===== src/sv/hsf8_pkg.sv =====
// Shared types, widths and constants for the horizontal 8-tap sub-pixel filter.
// No dependencies; every other file of the block imports this package.
package hsf8_pkg;

    // Fixed field widths
    localparam int PIXEL_W    = 12;
    localparam int TAP_W      = 16;
    localparam int TAP_COUNT  = 8;
    localparam int HELD_COUNT = TAP_COUNT - 1;
    localparam int FILL_W     = 3;
    localparam int BD_W       = 4;
    localparam int SAT_W      = 16;
    localparam int CFG_IDX_W  = 2;
    localparam int CFG_DATA_W = 64;

    // Unsigned pixel times signed tap, and the sum of eight plus rounding
    localparam int PROD_W = PIXEL_W + 1 + TAP_W;
    localparam int ACC_W  = PROD_W + 4;

    // Default values of the top-level parameters
    localparam int ROUND_SHIFT_DEF     = 7;
    localparam int MAX_SAMPLE_BITS_DEF = 12;
    localparam int QUEUE_DEPTH_DEF     = 4;

    // Register reset values
    localparam logic [CFG_DATA_W-1:0] TAPS_LO_RST = 64'h0080_0000_0000_0000;
    localparam logic [CFG_DATA_W-1:0] TAPS_HI_RST = 64'h0;
    localparam logic [BD_W-1:0]       BD_RST      = 4'd8;

    // Register indexes
    typedef enum logic [CFG_IDX_W-1:0] {
        CFG_TAPS_LO   = 2'd0,
        CFG_TAPS_HI   = 2'd1,
        CFG_BIT_DEPTH = 2'd2,
        CFG_AVG_EN    = 2'd3
    } t_cfg_idx;

    // Configuration seen by the filter datapath
    typedef struct packed {
        logic [CFG_DATA_W-1:0] taps_lo;
        logic [CFG_DATA_W-1:0] taps_hi;
        logic [BD_W-1:0]       bit_depth;
        logic                  avg_en;
    } t_cfg;

    // One full window plus the destination pixel, oldest sample at index 0
    typedef struct packed {
        logic [TAP_COUNT-1:0][PIXEL_W-1:0] samples;
        logic [PIXEL_W-1:0]                prior;
    } t_win_item;

endpackage


===== src/sv/hsf8_queue.sv =====
// Short FIFO of complete windows between front end and filter datapath.
// Depends on hsf8_pkg for the item type.
module hsf8_queue
    import hsf8_pkg::*;
#(
    parameter int DEPTH = QUEUE_DEPTH_DEF
) (
    input  logic      i_clk,
    input  logic      i_rst_n,
    input  logic      i_push,
    input  t_win_item i_item,
    output logic      o_full,
    input  logic      i_pop,
    output logic      o_valid,
    output t_win_item o_item
);

    localparam int PTR_W = (DEPTH > 1) ? $clog2(DEPTH) : 1;
    localparam int CNT_W = $clog2(DEPTH + 1);

    t_win_item        r_mem [DEPTH];
    logic [PTR_W-1:0] r_wr_ptr;
    logic [PTR_W-1:0] r_rd_ptr;
    logic [CNT_W-1:0] r_count;
    logic             do_push;
    logic             do_pop;

    assign o_full  = (r_count == CNT_W'(DEPTH));
    assign o_valid = (r_count != '0);
    assign o_item  = r_mem[r_rd_ptr];
    assign do_push = i_push && !o_full;
    assign do_pop  = i_pop && o_valid;

    // Pointers and occupancy
    always_ff @(posedge i_clk) begin
        if (!i_rst_n) begin
            r_wr_ptr <= '0;
            r_rd_ptr <= '0;
            r_count  <= '0;
        end else begin
            if (do_push) begin
                r_wr_ptr <= (r_wr_ptr == PTR_W'(DEPTH - 1)) ? '0 : r_wr_ptr + PTR_W'(1);
            end
            if (do_pop) begin
                r_rd_ptr <= (r_rd_ptr == PTR_W'(DEPTH - 1)) ? '0 : r_rd_ptr + PTR_W'(1);
            end
            case ({do_push, do_pop})
                2'b10:   r_count <= r_count + CNT_W'(1);
                2'b01:   r_count <= r_count - CNT_W'(1);
                default: r_count <= r_count;
            endcase
        end
    end

    // Entry storage
    always_ff @(posedge i_clk) begin
        if (do_push) begin
            r_mem[r_wr_ptr] <= i_item;
        end
    end

endmodule


===== config.mk =====
export PLATFORM = sky130hd
export DESIGN_NAME = hsf8_queue
export DESIGN_NICKNAME = d
export VERILOG_FILES = /design/src/sv/hsf8_pkg.sv /design/src/sv/hsf8_queue.sv
export SDC_FILE = /design/constraint.sdc
export NUM_CORES = 1
export LEC_CHECK = 0
export ABC_AREA = 1
export BUFFER_PORTS_ARGS = -buffer_cell sky130_fd_sc_hd__buf_2
export CORE_MARGIN = 4
export CORE_UTILIZATION = 45
export DETAILED_ROUTE_END_ITERATION = 12
export GPL_TIMING_DRIVEN = 0
export PLACE_DENSITY = 0.69
export SLEW_MARGIN = 0
export SYNTH_ARGS = -nofsm -noshare
export SYNTH_HDL_FRONTEND = slang
export SYNTH_SLANG_ARGS = --single-unit

===== constraint.sdc =====
create_clock -name i_clk -period 19.6 [get_ports i_clk]
set_input_delay 5.88 -clock i_clk [delete_from_list [all_inputs] [get_ports i_clk]]
set_output_delay 5.88 -clock i_clk [all_outputs]
set_load 0.03 [all_outputs]

---- After elaboration in Yosys (flattened, before gate mapping) ----
Memory sizes are Yosys's and may differ from the RTL's. A register that Yosys moved wholly into a read port is not among the register bits.
Index checks and enable logic that the tools add are counted.
storage, ports and cells
  output and inout bits ................... 110
  input bits .............................. 112
  memories ................................ 1
  bits in writable memories ............... 432
  bits in registers ....................... 7
operators by class
  $add $sub $neg .......................... 4
  muxes and demuxes ....................... 7
  reductions and logical operators ........ 5
  equal/unequal tests ..................... 5
memories
  name   depth  width  rd ports  clocked after Yosys merged registers in  write ports  line              RTL
  r_mem  4      108    1         1                                        1            hsf8_queue.sv:21  t_win_item r_mem [DEPTH];
operators with widths
  cell                   number
  $mux W2                4
  $eq A2 B2 Y1 const B   3
  $pmux W3 S2            1
  $add A2 B1 Y2 const B  2
  $add A3 B1 Y3 const B  1
  $eq A3 B3 Y1 const B   1
  $reduce_bool A3 Y1     1
  $sub A3 B1 Y3 const B  1
  $eq A2 B1 Y1 const B   1
  $logic_and A1 B1 Y1    2
  $mux W1                2
  $reduce_bool A2 Y1     1
  $logic_not A1 Y1       1

---- Depth between registers and ports, before layout ----
Gate-level depths: netlist (run 1).
  word-level depth ........................ 5
  gate-level depth with buffers ........... 13
  mapped depth without buffers ............ 13

---- Worst setup path after synthesis (run 1) ----
No wires, ideal clock.
  path type ............................... input to register
  start ................................... input port i_push
  end ..................................... memory r_mem[0][0] (netlist name), enable pin
  arrival ................................. 10557 ps
  path buffers ............................ 0
  slack ................................... 8466 ps
  stages on the path ...................... 2
  cells stage by stage .................... nand2_1 > nor2_1
on the way
  longest elaborated chain between the ends .. 3
RTL lines
  item                           line              RTL
  start: declaration             hsf8_queue.sv:10  input logic i_push,
  $logic_and A1 B1 Y1            hsf8_queue.sv:31  assign do_push = i_push && !o_full;
  $mux W1                        hsf8_queue.sv:57  if (do_push) begin
  $mux W1 (not written as such)  hsf8_queue.sv:58  r_mem[r_wr_ptr] <= i_item;
  end: declaration               hsf8_queue.sv:21
Every way passes these cells.

==> implementation parameters, run 1 <==
Parameter                              Value

Outcome
  Status    complete, no violations

Global routing
  Wire length of the first global-routing pass    just under 60000 um
  Via count of the first global-routing pass    9946
  Total congestion overflow after global routing    0
  Initial antenna violation count    8
  Maximum number of pins on one net before global-route repair    30
  Overall global routing resource usage    19.07%

Routing
  Length of routed met3 wiring    between 3000 and 4000 um
  Final routed wirelength across all metal layers    38950 um
  Final ANT Viol Nets    0
  Via count    10.21k
  Detailed Routing Iterations Pass 1    5
  Met1 Wirelength    16400 um
  Routed length per placed instance    just over 20 um
  Initial drt markers    640
  Remaining DRCs    0
  Highest metal layer used by the detailed router    met5
  Drt via density    approximately 5.4
  Met2 routed WL    approximately 19000 um

Clocking
  Clock-pin slew reported for the worst setup and hold paths after clock tree synthesis    roughly 60 ps
  TritonCTS Buffers    45
  Cts-stage hold buffer count    0
  Buffers inserted during post-CTS setup optimization    0
  Longest Clk Path Bufs    3
  Clock root cell    sky130_fd_sc_hd__clkbuf_16
  Sinks on the clock net    441
  TritonCTS clock tree    done
  Clock latency reported for the late side of the worst-skew pair    between 500 and 600 ps
  Maximum level of the CTS H-tree    2
  Number of resized instances in the post-cts repair step    0

Power
  Power density relative to cell area    roughly 150 nW/um2
  Maximum vdd drop    0.00009975 V
  Leakage power figure    about 7.0 nW

Die
  Initial Util    46.00%
  Overall die width    199.4 um
  Core area    around 36000 um2
  Die area    about 40000 um2
  Die H    199.4 um
  Rows    69
  Number of I/O pins    222

Worst setup path
  Sort of element at the end of the critical path    output port
  Highest net fanout along the worst path    10
  Category of the critical setup timing path    flop to output port
  Critical Path Source Type    flop
  Worst path arrival time    around 2500 ps
  Data required time of the critical path    13720 ps

Min path
  Worst min-delay path class    flop to flop

STA
  Shortest period the worst path allows    roughly 8400 ps
  Total Negative Setup Slacks    0 ps
  Max transition margin    between 40% and 50%
  Worst clock skew    17.37 ps
  Final worst setup slack    between 10000 and 15000 ps
  Unrepaired setup endpoints after global routing    no
  Count of final max-slew check failures    0
  Number of setup violations in the final report    0
  Hold Vio Cnt, Final    0
  Pin slew with the least headroom to its limit    770.3 ps
  Share of the clock period used by the worst path after layout    a little over two fifths
  Maximum clock frequency    around 0.12 GHz

Yosys
  Combined area of all synthesized cells    ~16000 um2
  Synth unique cells    23
  Mapped Cells    1114
  Post-synthesis average cell area    approximately 15 um2
  Post-synthesis net count    roughly 1.2k
  Yosys warning total    0
  Flip-flop and latch count after synthesis    about 440
  Post-synthesis sequential area ratio    about four fifths

Finish
  Synth-to-layout area growth    20.77%
  Layout cell share with drive strength beyond 1    between 20% and 30%
  Number of fillers in the final layout    about 2.9k
  Most frequent standard cell in the layout excluding fill and tap cells    sky130_fd_sc_hd__edfxtp_1
  Layout net count    roughly 1.5k
  Highest-count cells in the layout ignoring fill and taps    sky130_fd_sc_hd__edfxtp_1, sky130_fd_sc_hd__buf_2, sky130_fd_sc_hd__nor2_1

Placed design
  Placer's final routability congestion estimate    about 0.74
  Detailed Place HPWL    approximately 25000 um
  # port buffers    221
  Post-placement setup slack    11530 ps

Flow run
  Max-cap violations    0
kinds of logic after synthesis:
logic type	after synthesis	synth area share [%]
AO/OA/AOI/OAI	329	10.81
adder cells (fa/ha/maj)	7	0.5770
buffers and inverters	88	3.090
flip-flops	441	79.81
AND/OR/NAND/NOR	249	5.717
state kept, by name, indices dropped and copies added (netlist names), named ones only:
register  flops
r_mem       432
r_count       3
r_rd_ptr      2
r_wr_ptr      2
critical path: stages (launching register included):
cell	delay, ps
sky130_fd_sc_hd__dfxtp_1	300
sky130_fd_sc_hd__buf_4	210
sky130_fd_sc_hd__clkinv_2	220
sky130_fd_sc_hd__clkbuf_1	440
sky130_fd_sc_hd__o21ai_0	190
sky130_fd_sc_hd__o22ai_1	270
sky130_fd_sc_hd__buf_2	260
Yosys cell counts, drive strengths merged:
library cell,number,area [um2]
nand2,15,56.30
nor2,231,867.1
fa,1,20.02
edfxtp,432,12970
ha,6,75.07
nand4,1,6.260
clkinv,1,5.000
inv,17,71.32
nand3b,1,7.510
nand3,1,5.000
a21oi,3,15.01
dfxtp,9,180.2
buf,28,272.8
o22ai,108,675.7
clkbuf,42,160.1
o21ai,218,1091
path summary, 6_finish.rpt:
path	startpoint	endpoint	slack (ps)	cells after the start
min reg2reg	r_count[0]$_SDFFE_PN0P_	r_count[0]$_SDFFE_PN0P_	530	2
max	flop	o_item[27]	11240	6
max reg2reg	r_count[1]$_SDFFE_PN0P_	r_mem[3][81]$_DFFE_PP_	17050	7
min	r_count[0]$_SDFFE_PN0P_	r_count[0]$_SDFFE_PN0P_	530	2
power breakdown:
| group | internal [W] | switching (W) | leakage (nW) |
|---|---|---|---|
| Sequential | 0.00113 | 0.0000184 | 4.04 |
| Combinational | 0.000268 | 0.000711 | 2.32 |
| Clock | 0.000446 | 0.000331 | 0.647 |
| Total | 0.00184 | 0.00106 | 7.00 |
through the flow:
step / power [W] / instances / util [%] / cell area [um2] / hold WS (ps)
floorplan: 0.001811 / 1114 / - / 16480 / 482.7
finish: 0.002904 / 1894 / 55.55 / 19900 / 532.8
detailed placement: 0.002158 / 1813 / 51.84 / 18570 / 528.7
global placement: 0.002148 / 1796 / 50.70 / 18160 / 512.1
global route: 0.003046 / 1892 / 55.54 / 19900 / 565.6
CTS: 0.002936 / 1892 / 55.54 / 19900 / 537.6
layer usage:
| layer | global-route usage [%] | up-vias |
|---|---|---|
| met1 | 25.82 | 4992 |
| met3 | 4.603 | 74 |
| met4 | 5.736 | 14 |
| met5 | 0 | - |
| li1 | - | 4784 |
| met2 | 31.03 | 347 |
final cells by class:
class	count	area (um2)	area share, %
antenna	2	5.005	0.02514
tap	461	576.8	2.898
inverter	18	76.32	0.3835
buffer	70	432.9	2.175
clock buffer	55	1164	5.846
multi-input combinational	585	2849	14.31
sequential	441	13150	66.08
timing repair buffer	238	1484	7.455
clock inverter	24	163.9	0.8235
Note: power is estimated with default switching activity, not from simulation.
==> run 2, diff against run 1 <==
--- a/config.mk
+++ b/config.mk
@@ -5,13 +5,13 @@
 export SDC_FILE = /design/constraint.sdc
 export NUM_CORES = 1
 export LEC_CHECK = 0
-export ABC_AREA = 1
+export ABC_AREA = 0
 export BUFFER_PORTS_ARGS = -buffer_cell sky130_fd_sc_hd__buf_2
 export CORE_MARGIN = 4
 export CORE_UTILIZATION = 45
 export DETAILED_ROUTE_END_ITERATION = 12
 export GPL_TIMING_DRIVEN = 0
-export PLACE_DENSITY = 0.69
+export PLACE_DENSITY = 0.71
 export SLEW_MARGIN = 0
 export SYNTH_ARGS = -nofsm -noshare
 export SYNTH_HDL_FRONTEND = slang
==> constraint.sdc (replaced) <==
create_clock -name i_clk -period 7.2 [get_ports i_clk]
set_input_delay 2.16 -clock i_clk [delete_from_list [all_inputs] [get_ports i_clk]]
set_output_delay 2.16 -clock i_clk [all_outputs]
set_load 0.03 [all_outputs]
==> run 2 against run 1 <==
  * Non-clock buffer count is 53 lower
  * Largest power group unchanged
  * Clock-buffer cell count up 1
  * Final cell count decreased by 27%
  * Critical endpoint is now o_item[75]
  * Via count down 28%
  * Sequential power rose to 2.7 times the previous value
  * Core utilization shrank 0.39 points
  * Setup slack worse by 8700 ps
  * Global-route usage shrank 3.2 points
  * Sequential cell count unchanged
  * Area after synthesis is 2.7% lower
  * Die area fell by 2.6%
  * Clock skew fell by 9.2 ps
==> implementation parameters, run 2 <==
Parameter                              Value

Outcome
  Status    complete, no violations

STA
  Max transition margin    55.02% (+6.5 points)
  Maximum clock frequency    0.2132 GHz
  Hold Vio Cnt, Final    0 (unchanged)
  Shortest period the worst path allows    about 4700 ps
  Share of the clock period used by the worst path after layout    65.14%
  Number of setup violations in the final report    0 (unchanged)
  Worst clock skew    8.224 ps (-9.150 ps)
  Total Negative Setup Slacks    0 ps (unchanged)
  Unrepaired setup endpoints after global routing    no
  Count of final max-slew check failures    0 (unchanged)
  Pin slew with the least headroom to its limit    674.6 ps (-95.69 ps)

Worst setup path
  Critical Path Source Type    flop
  Category of the critical setup timing path    flop to output port
  Register-to-register setup slack    4810 ps (-12240 ps)
  Worst path arrival time    2530 ps (+50 ps)
  Endpoint of the most critical register-to-register path    r_count[2]$_SDFFE_PN0P_
  Sort of element at the end of the critical path    output port
  FF-to-FF path depth    10 (+3)
  Data required time of the critical path    5040 ps (-8680 ps)
  Reg2Reg Launch Point    r_count[2]$_SDFFE_PN0P_
  Highest net fanout along the worst path    10 (unchanged)

Routing
  Final ANT Viol Nets    0 (unchanged)
  Drt via density    5.292 (-1.8%)
  Via count    7314 (-28%)
  Initial drt markers    513 (-20%)
  Routed length per placed instance    21.96 um (+6.8%)
  Final routed wirelength across all metal layers    30340 um (-22%)
  Detailed Routing Iterations Pass 1    4 (-1)
  Remaining DRCs    0 (unchanged)

Finish
  Design area    19240 um2 (-3.3%)
  Number of flip-flops in the largest register    432 (unchanged)
  Layout net count    1015 (-33%)
  Layout cell share with drive strength beyond 1    44.82% (+22 points)
  Highest-count cells in the layout ignoring fill and taps    sky130_fd_sc_hd__edfxtp_1, sky130_fd_sc_hd__buf_2, sky130_fd_sc_hd__mux4_2
  End-of-flow core utilization    55.16% (-0.39 points)
  Largest Register    r_mem
  Synth-to-layout area growth    20.02%
  Top flop regs    r_mem: 432 flops, r_count: 3 flops
  Most frequent standard cell in the layout excluding fill and tap cells    sky130_fd_sc_hd__edfxtp_1

Flow run
  Max-cap violations    0 (unchanged)

Power
  Switching power share of the total    30.29% (-6.2 points)
  Total chip power    0.007184 W (+150%)
  Leakage power figure    6.460 nW (-7.8%)
  Maximum vdd drop    0.0002163 V (+120%)
  Clock share of power    28.9% (+2.1 points)
  Power density relative to cell area    373.4 nW/um2 (+160%)
  Reg power frac    44.0% (+4.4 points)
  Net switching power    0.002176 W (+110%)
  Logic gate share of total power    27.1% (-6.6 points)
  Internal power    0.005008 W (+170%)

Die
  Initial Util    45.96% (about the same)
  Core area    34880 um2 (-2.6%)
  Overall die width    196.8 um (-1.3%)
  Die H    196.8 um (-1.3%)
  Rows    68 (-1.4%)
  Number of I/O pins    222 (unchanged)
  Die area    38710 um2 (-2.6%)

Yosys
  Post-synthesis average cell area    25.86 um2 (+75%)
  Yosys top cell area share    80.91% (+2.2 points)
  Post-synth EDFFs    432 (unchanged)
  Combined area of all synthesized cells    16030 um2 (-2.7%)
  Top-count cell post-synth    sky130_fd_sc_hd__edfxtp_1
  Ranking of synthesized cells by area    sky130_fd_sc_hd__edfxtp_1, sky130_fd_sc_hd__mux4_2, sky130_fd_sc_hd__dfxtp_1, sky130_fd_sc_hd__ha_1, sky130_fd_sc_hd__buf_2
  Top cell types by occurrence after synthesis    sky130_fd_sc_hd__edfxtp_1, sky130_fd_sc_hd__mux4_2, sky130_fd_sc_hd__buf_2
  Post-synthesis net count    739 (-40%)
  Top cell type by total area after synthesis    sky130_fd_sc_hd__edfxtp_1
  Fraction of registers with async set/reset    0% (unchanged)
  Synth unique cells    23 (unchanged)
  Flip-flop and latch count after synthesis    441 (unchanged)
  Post-synthesis sequential area ratio    82.04% (+2.2 points)
  Yosys warning total    0 (unchanged)
  Top FF cell, synth    sky130_fd_sc_hd__edfxtp_1
  Mapped Cells    620 (-44%)

Clocking
  Clock latency reported for the late side of the worst-skew pair    550 ps (about the same)
  Buffers inserted during post-CTS setup optimization    0 (unchanged)
  Sinks on the clock net    441 (unchanged)
  Number of resized instances in the post-cts repair step    0 (unchanged)
  Maximum level of the CTS H-tree    2 (unchanged)
  Longest Clk Path Bufs    3 (unchanged)
  TritonCTS Buffers    45 (unchanged)
  TritonCTS clock tree    done
  Cts-stage hold buffer count    0 (unchanged)
  Clock-pin slew reported for the worst setup and hold paths after clock tree synthesis    60 ps (about the same)
  Clock root cell    sky130_fd_sc_hd__clkbuf_16

Min path
  Hold endpoint    r_wr_ptr[1]$_SDFFE_PN0P_
  Hold wc startpoint    r_wr_ptr[1]$_SDFFE_PN0P_
  Hold path depth    2 (unchanged)
  Worst min-delay path class    flop to flop

Placed design
  Total placed instance area    17940 um2 (-3.4%)
  Detailed Place HPWL    18870 um (-23%)
  # port buffers    221 (unchanged)
  Placer's final routability congestion estimate    0.7024 (-5.5%)

Global routing
  Via count of the first global-routing pass    8050 (-19%)
  Overall global routing resource usage    15.90% (-3.2 points)
  Initial antenna violation count    3 (-5)
  Wire length of the first global-routing pass    47140 um (-19%)
  Total congestion overflow after global routing    0 (unchanged)
  Maximum number of pins on one net before global-route repair    52 (+73%)
## run 2: layout make-up
type                            count  area [um2]
Fill cell                        2648       15640
Sequential cell                   441       13150
Multi-Input combinational cell    146        2718
Timing Repair Buffer              229        1326
Clock buffer                       56        1167
Tap cell                          455       569.3
Buffer                             26       146.4
Clock inverter                     21       133.9
Inverter                            7       26.28
Antenna cell                        1       2.502
## run 2: metrics by stage
| stage | std cells | hold WS, ps | setup WS, ps |
|---|---|---|---|
| global placement | 1296 | 478.4 | -479.8 |
| CTS | 1381 | 531.8 | 2384 |
| detailed placement | 1304 | 515.1 | 2991 |
| finish | 1382 | 525.1 | 2510 |
| floorplan | 620 | 467.7 | 1688 |
| global route | 1382 | 558.8 | 2380 |
## run 2: power groups by stage
stage                     registers (W)  clock network, W  logic [W]
after floorplan                 0.00322                 0    0.00139
after global placement          0.00325                 0    0.00194
after detailed placement        0.00321                 0    0.00199
after CTS                       0.00316           0.00215    0.00200
after global routing            0.00318           0.00225    0.00208
final                           0.00316           0.00208    0.00195
## run 2: kinds of logic after synthesis
logic type / count (synthesis) / synth area share (%)
buffers and inverters: 33 / 1.077
adder cells (fa/ha/maj): 7 / 0.5931
XOR/XNOR: 2 / 0.1093
multiplexers: 110 / 15.30
AO/OA/AOI/OAI: 6 / 0.2186
AND/OR/NAND/NOR: 21 / 0.6712
flip-flops: 441 / 82.04
## run 2: metal layers
layer  share of wire (%)  up-vias  GRT usage (%)
li1                    -     3218              -
met5               0.040        -              0
met3                 7.1       42          4.068
met1                  40     3810          20.94
met2                  50      242          26.28
met4                 2.2        2          5.265
## run 2: worst max-delay path: stages (launching register included)
cell and delay [ps]:
sky130_fd_sc_hd__dfxtp_1 320, sky130_fd_sc_hd__buf_2 350, sky130_fd_sc_hd__buf_2 360, sky130_fd_sc_hd__buf_2 350
sky130_fd_sc_hd__mux4_2 390, sky130_fd_sc_hd__buf_2 200
## run 2: worst max path at each step
| stage | slack [ps] | from | endpoint |
|---|---|---|---|
| floorplan | 1690 | i_push | r_mem[0][0]$_DFFE_PP_ |
| global placement | -480 | i_push | r_mem[3][42]$_DFFE_PP_ |
| detailed placement | 2990 | flop | o_item[82] |
| CTS | 2380 | flop | o_item[82] |
| global route | 2380 | flop | o_item[82] |
| finish | 2510 | flop | o_item[75] |
==> run 3, diff against run 2 <==
--- a/config.mk
+++ b/config.mk
@@ -11,7 +11,7 @@
 export CORE_UTILIZATION = 45
 export DETAILED_ROUTE_END_ITERATION = 12
 export GPL_TIMING_DRIVEN = 0
-export PLACE_DENSITY = 0.71
+export PLACE_DENSITY = 0.69
 export SLEW_MARGIN = 0
 export SYNTH_ARGS = -nofsm -noshare
 export SYNTH_HDL_FRONTEND = slang
==> constraint.sdc (replaced) <==
create_clock -name i_clk -period 4.5 [get_ports i_clk]
set_input_delay 1.35 -clock i_clk [delete_from_list [all_inputs] [get_ports i_clk]]
set_output_delay 1.35 -clock i_clk [all_outputs]
set_load 0.03 [all_outputs]
==> run 3 against run 2 <==
  * Setup slack worse by 1800 ps
  * Critical endpoint is now o_item[88]
  * Critical path depth unchanged
  * Clock power up 79%
  * Largest cell class unchanged
==> implementation parameters, run 3 (synthesis results as in run 2) <==
Parameter                              Value

Outcome
  Status    complete, no violations

Routing
  Final routed wirelength across all metal layers    31010 um (+2.2%)
  Drt via density    5.268 (-0.46%)
  Remaining DRCs    0 (unchanged)
  Routed length per placed instance    22.39 um (+2.0%)
  Detailed Routing Iterations Pass 1    4 (unchanged)
  Via count    7296 (-0.25%)
  Initial drt markers    493 (-3.9%)
  Final ANT Viol Nets    0 (unchanged)

STA
  Max transition margin    39.42% (-16 points)
  Pin slew with the least headroom to its limit    908.6 ps (+234.0 ps)
  Total Negative Setup Slacks    0 ps (unchanged)
  Fin Hold WS    505.0 ps (-20.04 ps)
  Maximum clock frequency    around 0.26 GHz
  Worst clock skew    5.392 ps (-2.832 ps)
  Shortest period the worst path allows    3812 ps
  Hold Vio Cnt, Final    0 (unchanged)
  Unrepaired setup endpoints after global routing    no
  Count of final max-slew check failures    0 (unchanged)
  Share of the clock period used by the worst path after layout    84.71%
  Number of setup violations in the final report    0 (unchanged)

Worst setup path
  Category of the critical setup timing path    flop to output port
  Register-to-register setup slack    2010 ps (-2800 ps)
  Endpoint of the most critical register-to-register path    r_mem[3][5]$_DFFE_PP_
  Highest net fanout along the worst path    10 (unchanged)
  FF-to-FF path depth    5 (-5)
  Data required time of the critical path    3150 ps (-1890 ps)
  Sort of element at the end of the critical path    output port
  Critical Path Source Type    flop
  Reg2Reg Launch Point    r_count[2]$_SDFFE_PN0P_
  Crit path capture    o_item[88]
  Worst path arrival time    2460 ps (-70 ps)

Global routing
  Wire length of the first global-routing pass    47400 um (+0.56%)
  Total congestion overflow after global routing    0 (unchanged)
  Overall global routing resource usage    16.16% (+0.26 points)
  Initial antenna violation count    3 (unchanged)
  Via count of the first global-routing pass    7926 (-1.5%)
  Maximum number of pins on one net before global-route repair    57 (+9.6%)

Power
  Switching power share of the total    29.46% (-0.84 points)
  Clock share of power    31.3% (+2.4 points)
  Power density relative to cell area    612.8 nW/um2 (+64%)
  Reg power frac    42.5% (-1.5 points)
  Leakage power figure    6.529 nW (+1.1%)
  Internal power    0.008383 W (+67%)
  Maximum vdd drop    0.0003850 V (+78%)
  Net switching power    0.003500 W (+61%)
  Logic gate share of total power    26.2% (-0.9 points)

Clocking
  Maximum level of the CTS H-tree    2 (unchanged)
  Number of resized instances in the post-cts repair step    0 (unchanged)
  Cts-stage hold buffer count    0 (unchanged)
  Longest Clk Path Bufs    3 (unchanged)
  TritonCTS Buffers    45 (unchanged)
  Clock root cell    sky130_fd_sc_hd__clkbuf_16
  Sinks on the clock net    441 (unchanged)
  Clock latency reported for the late side of the worst-skew pair    540 ps (about the same)
  TritonCTS clock tree    done
  Buffers inserted during post-CTS setup optimization    0 (unchanged)
  Clock-pin slew reported for the worst setup and hold paths after clock tree synthesis    60 ps (about the same)

Placed design
  Detailed Place HPWL    19110 um (+1.2%)
  # port buffers    221 (unchanged)
  Placer's final routability congestion estimate    0.6813 (-3.0%)

Finish
  Synth-to-layout area growth    20.95%
  Largest Register    r_mem
  Top flop regs    r_mem: 432 flops, r_count: 3 flops
  Most frequent standard cell in the layout excluding fill and tap cells    sky130_fd_sc_hd__edfxtp_1
  Highest-count cells in the layout ignoring fill and taps    sky130_fd_sc_hd__edfxtp_1, sky130_fd_sc_hd__buf_2, sky130_fd_sc_hd__mux4_2
  Layout net count    1014 (-0.099%)
  Layout cell share with drive strength beyond 1    45.26% (+0.44 points)
  Number of flip-flops in the largest register    432 (unchanged)
  End-of-flow core utilization    55.59% (+0.43 points)

Min path
  Hold wc startpoint    r_wr_ptr[1]$_SDFFE_PN0P_
  Worst min-delay path class    flop to flop

Die
  Overall die width    196.8 um (unchanged)
  Number of I/O pins    222 (unchanged)
  Rows    68 (unchanged)
  Die area    38710 um2 (unchanged)
  Die H    196.8 um (unchanged)
  Core area    34880 um2 (unchanged)
  Initial Util    45.96% (unchanged)

Flow run
  Max-cap violations    0 (unchanged)
-- run 3: layout make-up --
class,count,area (um2)
Timing Repair Buffer,228,1299
Tap cell,455,569.3
Antenna cell,2,5.005
Buffer,26,146.4
Sequential cell,441,13150
Clock buffer,60,1192
Multi-Input combinational cell,146,2718
Clock inverter,20,284.0
Fill cell,2634,15490
Inverter,7,26.28
-- run 3: power groups by stage --
stage               logic [W]  registers [W]  clock network [W]
finish                0.00311        0.00506            0.00372
global route          0.00332        0.00508            0.00402
CTS                   0.00319        0.00506            0.00383
detailed placement    0.00318        0.00515                  0
global placement      0.00310        0.00516                  0
floorplan             0.00223        0.00513                  0
-- run 3: worst min path at each step --
stage	cells past startpoint	to
detailed placement	2	r_wr_ptr[1]$_SDFFE_PN0P_
floorplan	2	r_wr_ptr[1]$_SDFFE_PN0P_
finish	2	r_wr_ptr[1]$_SDFFE_PN0P_
CTS	2	r_wr_ptr[1]$_SDFFE_PN0P_
global placement	2	r_wr_ptr[1]$_SDFFE_PN0P_
global route	2	r_wr_ptr[1]$_SDFFE_PN0P_
-- run 3: critical path, cell delays in order, from the launching register on --
cell                      delay (ps)
sky130_fd_sc_hd__dfxtp_1         300
sky130_fd_sc_hd__buf_2           320
sky130_fd_sc_hd__buf_2           370
sky130_fd_sc_hd__buf_2           360
sky130_fd_sc_hd__mux4_2          360
sky130_fd_sc_hd__buf_2           210
-- run 3: layer usage --
layer	track usage (%)	vias up	wire length (um)
li1	-	3217	-
met3	4.120	51	1807
met1	22.42	3837	13150
met5	0	-	15
met2	25.59	187	15300
met4	5.162	4	747
-- run 3: metrics by stage --
step / std cells / cell area (um2) / total power, W / setup slack (ps)
finish: 1385 / 19390 / 0.01188 / 688.0
global route: 1384 / 19390 / 0.01243 / 522.4
CTS: 1383 / 19390 / 0.01208 / 558.3
detailed placement: 1303 / 17910 / 0.008327 / 983.9
global placement: 1296 / 17710 / 0.008264 / -352.7
floorplan: 620 / 16040 / 0.007356 / 990.8
